==> src/hdl/i2cm_pkg.sv <==
// Shared types and constants for the I2C master bit sequencer.
`default_nettype none

package i2cm_pkg;

   localparam int DELAY_WIDTH_DEFAULT = 16;
   localparam int HALF_PERIOD_WIDTH   = 16;
   localparam logic [HALF_PERIOD_WIDTH-1:0] HALF_PERIOD_RESET = 16'd500;

   // APB register map: index bit of the byte address
   localparam int PADDR_WIDTH = 3;
   localparam int PDATA_WIDTH = 32;
   localparam logic REG_HALF_PERIOD = 1'b0;

   // command codes
   localparam logic [2:0] FUNC_NONE      = 3'd0;
   localparam logic [2:0] FUNC_START     = 3'd1;
   localparam logic [2:0] FUNC_WRITE     = 3'd2;
   localparam logic [2:0] FUNC_READ_ACK  = 3'd3;
   localparam logic [2:0] FUNC_READ_NAK  = 3'd4;
   localparam logic [2:0] FUNC_STOP      = 3'd5;

   typedef struct packed {
      logic       scl_level;
      logic       sda_pull_low;
      logic       busy_res;
      logic       done_res;
      logic [7:0] read_byte;
      logic       nack;
   } rsp_type;

endpackage

`default_nettype wire

==> src/hdl/i2c_master_bit_sequencer.sv <==
// I2C master bit sequencer: top level with bit timer, line sequencer and result buffer.
`default_nettype none

// One input item is one tick of the bit timer and returns exactly one result item that
// shows the SCL/SDA drive, busy, the done pulse, the last read byte and the last nack.
// An item is taken every cycle while req_stall is low; the sequencer state is updated
// and the result registered at the edge that accepts it. A two-entry result buffer
// (output register plus skid register) lets one more item in while a result is stalled;
// req_stall rises only when both entries are full. Commands arriving while a command is
// in progress are ignored. Each line phase lasts half_period items (at least one), with
// half_period taken modulo 2**DELAY_WIDTH.
module i2c_master_bit_sequencer
   import i2cm_pkg::*;
#(
   parameter int DELAY_WIDTH = DELAY_WIDTH_DEFAULT
) (
   input  wire logic                   clock,
   input  wire logic                   reset,
   // input items
   input  wire logic                   req_valid,
   output logic                        req_stall,
   input  wire logic [2:0]             req_func,
   input  wire logic [7:0]             req_data,
   input  wire logic                   req_sda_in,
   // result items
   output logic                        rsp_valid,
   input  wire logic                   rsp_stall,
   output logic                        rsp_scl_level,
   output logic                        rsp_sda_pull_low,
   output logic                        rsp_busy_res,
   output logic                        rsp_done_res,
   output logic [7:0]                  rsp_read_byte,
   output logic                        rsp_nack,
   // configuration
   input  wire logic                   psel,
   input  wire logic                   penable,
   input  wire logic                   pwrite,
   input  wire logic [PADDR_WIDTH-1:0] paddr,
   input  wire logic [PDATA_WIDTH-1:0] pwdata,
   output logic [PDATA_WIDTH-1:0]      prdata,
   output logic                        pready
);

   localparam logic [3:0] ST_IDLE  = 4'd0;
   localparam logic [3:0] ST_REL   = 4'd1;
   localparam logic [3:0] ST_SCLH  = 4'd2;
   localparam logic [3:0] ST_SDAL  = 4'd3;
   localparam logic [3:0] ST_SCLL  = 4'd4;
   localparam logic [3:0] ST_BLOW  = 4'd5;
   localparam logic [3:0] ST_BHIGH = 4'd6;
   localparam logic [3:0] ST_ALOW  = 4'd7;
   localparam logic [3:0] ST_AHIGH = 4'd8;
   localparam logic [3:0] ST_TAIL  = 4'd9;
   localparam logic [3:0] ST_PLOW  = 4'd10;
   localparam logic [3:0] ST_PHIGH = 4'd11;
   localparam logic [3:0] ST_PREL  = 4'd12;

   localparam int HP_EXT_WIDTH =
      (DELAY_WIDTH > HALF_PERIOD_WIDTH) ? DELAY_WIDTH : HALF_PERIOD_WIDTH;

   // configuration
   logic [HALF_PERIOD_WIDTH-1:0] half_period_ff;
   logic                         cfg_wr;
   logic [HP_EXT_WIDTH-1:0]      hp_ext;
   logic [DELAY_WIDTH-1:0]       phase_len;

   // sequencer state
   logic [3:0]             step_ff, step_in;
   logic [3:0]             bit_count_ff, bit_count_in;
   logic [7:0]             shift_ff, shift_in;
   logic [DELAY_WIDTH-1:0] delay_ff, delay_in;
   logic [2:0]             cmd_ff, cmd_in;
   logic                   nack_ff, nack_in;
   logic [7:0]             rx_byte_ff, rx_byte_in;
   logic                   scl_ff, scl_in;
   logic                   sda_low_ff, sda_low_in;

   logic                   do_enter;
   logic [3:0]             enter_step;
   logic                   done;
   logic                   rd_cmd;
   logic [DELAY_WIDTH-1:0] delay_dec;
   logic [3:0]             bit_inc;

   // result buffer
   rsp_type res;
   rsp_type out_ff, out_in;
   rsp_type skid_ff, skid_in;
   logic    out_valid_ff, out_valid_in;
   logic    skid_valid_ff, skid_valid_in;
   logic    accept;
   logic    out_free;

   // ---------------- configuration port ----------------
   assign pready = 1'b1;
   assign cfg_wr = psel && penable && pwrite && (paddr[2] == REG_HALF_PERIOD);

   always_ff @(posedge clock) begin
      if (reset) begin
         half_period_ff <= HALF_PERIOD_RESET;
      end else if (cfg_wr) begin
         half_period_ff <= pwdata[HALF_PERIOD_WIDTH-1:0];
      end
   end

   always_comb begin
      prdata = '0;
      if (paddr[2] == REG_HALF_PERIOD) begin
         prdata = PDATA_WIDTH'(half_period_ff);
      end
   end

   assign hp_ext    = HP_EXT_WIDTH'(half_period_ff);
   assign phase_len = (hp_ext[DELAY_WIDTH-1:0] == '0) ? DELAY_WIDTH'(1)
                                                       : hp_ext[DELAY_WIDTH-1:0];

   // ---------------- sequencer ----------------
   assign accept    = req_valid && !req_stall;
   assign delay_dec = delay_ff - DELAY_WIDTH'(1);
   assign bit_inc   = bit_count_ff + 4'd1;

   always_comb begin
      step_in      = step_ff;
      bit_count_in = bit_count_ff;
      shift_in     = shift_ff;
      delay_in     = delay_ff;
      cmd_in       = cmd_ff;
      nack_in      = nack_ff;
      rx_byte_in   = rx_byte_ff;
      do_enter     = 1'b0;
      enter_step   = ST_IDLE;
      done         = 1'b0;

      if (step_ff == ST_IDLE || step_ff > ST_PREL) begin
         if (req_func >= FUNC_START && req_func <= FUNC_STOP) begin
            cmd_in       = req_func;
            bit_count_in = 4'd0;
            shift_in     = (req_func == FUNC_START || req_func == FUNC_WRITE) ? req_data
                                                                              : 8'd0;
            do_enter     = 1'b1;
            if (req_func == FUNC_START) begin
               enter_step = ST_REL;
            end else if (req_func == FUNC_STOP) begin
               enter_step = ST_PLOW;
            end else begin
               enter_step = ST_BLOW;
            end
         end else begin
            step_in = ST_IDLE;
         end
      end else begin
         delay_in = delay_dec;
         if (delay_dec == '0) begin
            do_enter = 1'b1;
            case (step_ff)
               ST_REL:   enter_step = ST_SCLH;
               ST_SCLH:  enter_step = ST_SDAL;
               ST_SDAL:  enter_step = ST_SCLL;
               ST_SCLL: begin
                  bit_count_in = 4'd0;
                  enter_step   = ST_BLOW;
               end
               ST_BLOW:  enter_step = ST_BHIGH;
               ST_BHIGH: begin
                  shift_in     = {shift_ff[6:0], rd_cmd & req_sda_in};
                  bit_count_in = bit_inc;
                  enter_step   = (bit_inc >= 4'd8) ? ST_ALOW : ST_BLOW;
               end
               ST_ALOW:  enter_step = ST_AHIGH;
               ST_AHIGH: begin
                  if (rd_cmd) begin
                     rx_byte_in = shift_ff;
                  end else begin
                     nack_in = req_sda_in;
                  end
                  enter_step = ST_TAIL;
               end
               ST_PLOW:  enter_step = ST_PHIGH;
               ST_PHIGH: enter_step = ST_PREL;
               default: begin
                  // tail and release phases end the command
                  do_enter = 1'b0;
                  step_in  = ST_IDLE;
                  delay_in = '0;
                  done     = 1'b1;
               end
            endcase
         end
      end

      if (do_enter) begin
         step_in  = enter_step;
         delay_in = phase_len;
      end
   end

   assign rd_cmd = (cmd_ff == FUNC_READ_ACK) || (cmd_ff == FUNC_READ_NAK);

   // line drive on phase entry, from the updated command and shift byte
   always_comb begin
      scl_in     = scl_ff;
      sda_low_in = sda_low_ff;
      if (do_enter) begin
         case (enter_step)
            ST_REL:   sda_low_in = 1'b0;
            ST_SCLH:  scl_in = 1'b1;
            ST_SDAL:  sda_low_in = 1'b1;
            ST_SCLL:  scl_in = 1'b0;
            ST_BLOW: begin
               scl_in     = 1'b0;
               sda_low_in = (cmd_in == FUNC_READ_ACK || cmd_in == FUNC_READ_NAK)
                            ? 1'b0 : !shift_in[7];
            end
            ST_BHIGH: scl_in = 1'b1;
            ST_ALOW: begin
               scl_in     = 1'b0;
               sda_low_in = (cmd_in == FUNC_READ_ACK);
            end
            ST_AHIGH: scl_in = 1'b1;
            ST_TAIL, ST_PLOW: begin
               scl_in     = 1'b0;
               sda_low_in = 1'b1;
            end
            ST_PHIGH: scl_in = 1'b1;
            ST_PREL:  sda_low_in = 1'b0;
            default: begin
               scl_in     = scl_ff;
               sda_low_in = sda_low_ff;
            end
         endcase
      end
   end

   always_ff @(posedge clock) begin
      if (reset) begin
         step_ff      <= ST_IDLE;
         bit_count_ff <= 4'd0;
         shift_ff     <= 8'd0;
         delay_ff     <= '0;
         cmd_ff       <= FUNC_NONE;
         nack_ff      <= 1'b0;
         rx_byte_ff   <= 8'd0;
         scl_ff       <= 1'b1;
         sda_low_ff   <= 1'b0;
      end else if (accept) begin
         step_ff      <= step_in;
         bit_count_ff <= bit_count_in;
         shift_ff     <= shift_in;
         delay_ff     <= delay_in;
         cmd_ff       <= cmd_in;
         nack_ff      <= nack_in;
         rx_byte_ff   <= rx_byte_in;
         scl_ff       <= scl_in;
         sda_low_ff   <= sda_low_in;
      end
   end

   // ---------------- result buffer ----------------
   always_comb begin
      res.scl_level    = scl_in;
      res.sda_pull_low = sda_low_in;
      res.busy_res     = (step_in != ST_IDLE);
      res.done_res     = done;
      res.read_byte    = rx_byte_in;
      res.nack         = nack_in;
   end

   assign out_free = !out_valid_ff || !rsp_stall;

   always_comb begin
      out_in        = out_ff;
      skid_in       = skid_ff;
      out_valid_in  = out_valid_ff;
      skid_valid_in = skid_valid_ff;
      if (out_free) begin
         if (skid_valid_ff) begin
            out_in        = skid_ff;
            out_valid_in  = 1'b1;
            skid_valid_in = 1'b0;
         end else begin
            out_in       = res;
            out_valid_in = accept;
         end
      end else if (accept) begin
         skid_in       = res;
         skid_valid_in = 1'b1;
      end
   end

   always_ff @(posedge clock) begin
      if (reset) begin
         out_valid_ff  <= 1'b0;
         skid_valid_ff <= 1'b0;
      end else begin
         out_valid_ff  <= out_valid_in;
         skid_valid_ff <= skid_valid_in;
      end
   end

   always_ff @(posedge clock) begin
      out_ff  <= out_in;
      skid_ff <= skid_in;
   end

   assign req_stall        = skid_valid_ff;
   assign rsp_valid        = out_valid_ff;
   assign rsp_scl_level    = out_ff.scl_level;
   assign rsp_sda_pull_low = out_ff.sda_pull_low;
   assign rsp_busy_res     = out_ff.busy_res;
   assign rsp_done_res     = out_ff.done_res;
   assign rsp_read_byte    = out_ff.read_byte;
   assign rsp_nack         = out_ff.nack;

endmodule

`default_nettype wire

==> config.mk <==
export PLATFORM = sky130hd
export DESIGN_NAME = i2c_master_bit_sequencer
export DESIGN_NICKNAME = d
export VERILOG_FILES = /design/src/hdl/i2cm_pkg.sv /design/src/hdl/i2c_master_bit_sequencer.sv
export SDC_FILE = /design/constraint.sdc
export NUM_CORES = 1
export LEC_CHECK = 0
export BUFFER_PORTS_ARGS = -buffer_cell sky130_fd_sc_hd__buf_2
export CAP_MARGIN = 20
export CORE_UTILIZATION = 25
export DETAILED_ROUTE_END_ITERATION = 10
export GPL_ROUTABILITY_DRIVEN = 0
export HOLD_SLACK_MARGIN = 0.02
export PLACE_DENSITY = 0.53
export RECOVER_POWER = 100
export SKIP_LAST_GASP = 1
export SLEW_MARGIN = 30
export SYNTH_ARGS = -nofsm -noshare
export SYNTH_HDL_FRONTEND = slang
export SYNTH_SLANG_ARGS = --single-unit
export TNS_END_PERCENT = 100
==> constraint.sdc <==
create_clock -name clock -period 7.65 [get_ports clock]
set_input_delay 0.765 -clock clock [delete_from_list [all_inputs] [get_ports clock]]
set_output_delay 0.765 -clock clock [all_outputs]
set_load 0.1 [all_outputs]
# Word-level counts from Yosys, hierarchy flattened
# Cells that the tools add are included.
[word_totals] in_bits=54 out_inout_bits=48 ff_bits=90
[classes] magnitude_cmp=4 bitwise_logic=3 n_addsub=2 muxes=51 eq_ne=31 reduce_logical=31
[op_table] operator="$mux 16" n=6
[op_table] operator="$mux 8" n=9
[op_table] operator="$mux 4" n=13
[op_table] operator="$pmux 4 s10" n=1
[op_table] operator="$eq 4x3->1 const B" n=8
[op_table] operator="$eq 4x4->1 const B" n=8
[op_table] operator="$logic_not 16->1" n=2
[op_table] operator="$eq 4x2->1 const B" n=4
[op_table] operator="$sub 16x1->16 const B" n=1
[op_table] operator="$mux 1" n=15
[op_table] operator="$mux 13" n=1
[op_table] operator="$reduce_or 10->1" n=1
[op_table] operator="$eq 3x2->1 const B" n=3
[op_table] operator="$eq 3x3->1 const B" n=3
[op_table] operator="$eq 4x1->1 const B" n=2
[op_table] operator="$pmux 4 s2" n=1
[op_table] operator="$reduce_and 4->1" n=2
[op_table] operator="$mux 3" n=2
[op_table] operator="$logic_and 1x1->1" n=5
[op_table] operator="$logic_or 1x1->1" n=5
[op_table] operator="$reduce_or 5->1" n=1
[op_table] operator="$add 4x1->4 const B" n=1
[op_table] operator="$ge 4x4->1 const B" n=1
[op_table] operator="$gt 4x4->1 const B" n=1
[op_table] operator="other kinds (19)" n=26

# Depth between registers and ports, before layout
[depth] ltp_word=11 mapped_depth=14 ltp_nobuf=11

# Worst setup path after synthesis
# OpenSTA, ideal clock, no wires.
[synth_path] path_kind="register to register" from="reg delay_ff[0]" to="reg out_ff, in the netlist rsp_read_byte[0] (data pin)" period_less_slack_ps=3452 stages_incl_launch_ff=13 path_buffers=2 setup_time_ps=260 setup_slack_ps=4198 arrival_ps=3192 path_cell_list="dfxtp_1 buf_6 inv_1 ha_1 nor3b_1 nand2_1 a2111oi_0 nand4_1 or2_1 or3_1 buf_6 mux2_4 mux2_2"
[synth_lines] element="start: declaration" line="i2c_master_bit_sequencer.sv:71" source="logic [DELAY_WIDTH-1:0] delay_ff, delay_in;"
[synth_lines] element="start signal: assignment" line="i2c_master_bit_sequencer.sv:249" source="delay_ff <= delay_in;"
[synth_lines] element="end signal: assignment" line="i2c_master_bit_sequencer.sv:301" source="out_ff <= out_in;"
[synth_lines] element="end: declaration" line="i2c_master_bit_sequencer.sv:87" source="rsp_type out_ff, out_in;"

# Worst setup path in the final report
[layout_path] from="reg delay_ff[0]" to="reg delay_ff[15]"
[layout_via] elab_chain_len=6 word_cells_on_any_way=10 classes_between="1 x add/sub; 1 x eq/ne; 6 x mux; 2 x reduce/logical"
[layout_rtl] element="$sub 16x1->16 (*)" line="i2c_master_bit_sequencer.sv:119" source="assign delay_dec = delay_ff - DELAY_WIDTH'(1);"
[layout_rtl] element="$logic_not 16->1" line="i2c_master_bit_sequencer.sv:153" source="if (delay_dec == '0) begin"
[layout_rtl] element="$mux 1" line="i2c_master_bit_sequencer.sv:153"
[layout_rtl] element="$mux 1" line="i2c_master_bit_sequencer.sv:134" source="if (step_ff == ST_IDLE || step_ff > ST_PREL) begin"
[layout_rtl] element="$ne 2x2->1 (no source line)"
[layout_rtl] element="$reduce_and 2->1 (no source line)"
# Every way passes the cells marked *; elsewhere a longest branch is shown, timed or not. The select of a mux whose other input is x is not followed.
# A chain may end at the register's enable or synchronous reset.

==> flow_metrics.tcl <==
set metrics [dict create \
    fin_crit_sh_pct 62.74 \
    synth_edf_count 26 \
    synth-seq-cells 90 \
    synth_top_cell_area_share_pct 26.12 \
    synthFlopType "dfxtp_1" \
    wire_per_inst_um 13.70 \
    drc 0 \
    syn_area_sq_um 4905 \
    wl_mm 12.19 \
    ant_nets 0 \
    die_h_um 142.1 \
    cts_max_level 3 \
    clock_sinks 90 \
    synth.distinct_cells 60 \
    synthArstFlopShare_pct 0 \
    slew_headroom_pct -79.83 \
    synth_top_cell_by_area "dfxtp_1" \
    tns_ns 0 \
    violations "capacitance limit, slew limit" \
    total_power_mw 1.362 \
    rows 50 \
    hold_violations 0 \
    cp-start-kind "register" \
    postSynthCellCount 585 \
    finalNetCount 682 \
    die_w_um 142.1 \
    fin_util_pct 29.54 \
    slew_viol_final 54 \
    cts_resized 0 \
    drive_above_1_share_pct 11.75 \
    critPathKind "reg -> reg" \
    cts_buffer_depth 2 \
    fmax_ghz 0.2084 \
    grt_pass1_vias 3758 \
    yosys-top-cells-area "dfxtp_1 26%, edfxtp_1 16%, nand2_1 5.9%" \
    detail_route.vias_per_cell 4.727 \
    cts_setup_buffers 0 \
    cts_hold_buf 0 \
    ys_seq_area_share_pct 42.04 \
    hold_ws_ns 0.4507 \
    grt_max_degree 54 \
    die_area_sq_um 20180 \
    initial_core_util_pct 25.87 \
    vias 4207 \
    cp.required_ns 7.77 \
    avgSynthCellArea_sq_um 8.384 \
    synth.most_common_cell "nand2_1" \
    antenna_found_initial 0 \
    setup_viol 0 \
    multiInputGateArea_sq_um 2515 \
    dr.pass1.iters 5 \
    synth.yosys.warnings 0 \
    arrival_ns 4.92 \
    drt-initial-drc-count 298 \
    io_buffers 66 \
    clock_latency_ns 0.34 \
    ctsRootBufferMaster "clkbuf_16" \
    pwr_density_cell_nw_per_um2 243.3 \
    irDropWorstVdd_uv 110.3 \
    synth_common_cells "77 x nand2_1, 64 x dfxtp_1, 56 x nor2_1" \
    grt_pass1_wl_mm 19.85 \
    cts_tree "built" \
    max-cap-violations 1 \
    min_path_type "reg -> reg" \
    status "complete, but fails checks" \
    path_clk_slew_ns 0.07 \
    io_pins 102 \
    overflow 0 \
    p_leak_nw 2.070 \
    end_kind "register" \
    track_usage_pct 12.15 \
    syn_to_final_growth_pct 14.16 \
    fill_cells 2058 \
    worst_pin_slew_ns 2.698 \
    skew_ns 0.01108 \
    min_period_ns 4.800 \
    cts_buffers 9 \
    ff_latch_area_sq_um 2062 \
    rsz0062_at_grt "no" \
    dp_hpwl_mm 8.626 \
    diodes 0 \
    core_area_sq_um 18960 \
    crit_path_max_fanout 13 \
]
[cell families after synthesis]
logic type                 share of synthesized area (%)
DFF                                                42.04
xor gates and xnor gates                           1.071
buffers and inverters                              7.245
AOI/OAI and AO/OA                                  19.11
and+or+nand+nor                                    23.16
adders and majority gates                         0.7654
other                                             0.1531
muxes                                              6.454
[placed cells by master (no fill, tap or decap), types with 14 or more instances in the layout]
cell type,instances
mux2_2,16
nor2b_1,21
nor2_1,57
nand3_1,14
edfxtp_1,26
nand2_1,77
a22oi_1,16
buf_2,35
clkbuf_1,32
conb_1,17
dfxtp_1,64
a21oi_1,45
o21ai_0,36
inv_1,15
nor3_1,14
[routing by layer]
layer	track usage (%)	vias up	wire length, um
met5	0	-	0
met4	2.264	0	65
met3	2.221	8	574
met2	19.50	127	5462
met1	17.01	1935	6088
li1	-	2137	-
[state kept, by name (all words and copies together) (netlist names), 3 cells and up]
| signal | count |
|---|---|
| half_period_ff | 16 |
| cmd_ff | 3 |
| delay_ff | 16 |
| bit_count_ff | 4 |
| rsp_read_byte | 8 |
| step_ff | 4 |
| shift_ff | 8 |
| skid_ff | 13 |
| rx_byte_ff | 8 |
[report_power, final]
part	total [mW]	internal, mW	leakage, nW	switching (mW)
Clock	0.469	0.262	0.154	0.207
Sequential	0.551	0.519	0.801	0.0319
Combinational	0.342	0.0933	1.11	0.249
Total	1.36	0.874	2.07	0.488
[final timing paths]
check	start	to	slack [ns]	depth (start not counted)
hold reg to reg	rx_byte_ff[2]$_SDFFE_PP0P_	rx_byte_ff[2]$_SDFFE_PP0P_	0.45	2
hold / removal	rx_byte_ff[2]$_SDFFE_PP0P_	rx_byte_ff[2]$_SDFFE_PP0P_	0.45	2
setup / recovery	delay_ff[0]$_SDFFE_PP0P_	delay_ff[15]$_SDFFE_PP0P_	2.85	11
setup reg to reg	delay_ff[0]$_SDFFE_PP0P_	delay_ff[15]$_SDFFE_PP0P_	2.85	11
[through the flow]
step / cells / worst slack [ns] / area, sq um
after global placement: 874 / 2.944 / 5355
after detailed placement: 874 / 2.985 / 5358
final: 890 / 2.850 / 5599
after floorplan: 600 / 4.198 / 4961
after global routing: 890 / 2.470 / 5599
after CTS: 890 / 2.953 / 5673
[worst max-delay path, stage by stage, from the launching register on]
cell and delay, ns:
dfxtp_1 0.39, inv_1 0.12, ha_1 0.29, nor3b_1 0.31, nand2_1 0.21, a2111oi_0 0.82
nand4_1 0.61, o21ai_0 0.61, or3_1 0.56, mux2_2 0.40, a22oi_1 0.19, nor2_1 0.06
[cell type report]
class                      count  area share (%)
inverter                      15           1.006
clock inverter                 7           1.609
timing repair buffer          71           5.810
multi-input combinational    438           44.92
tap                          260           5.810
clock buffer                   9           4.022
sequential                    90           36.83
Power figures use the tool's default switching activity.
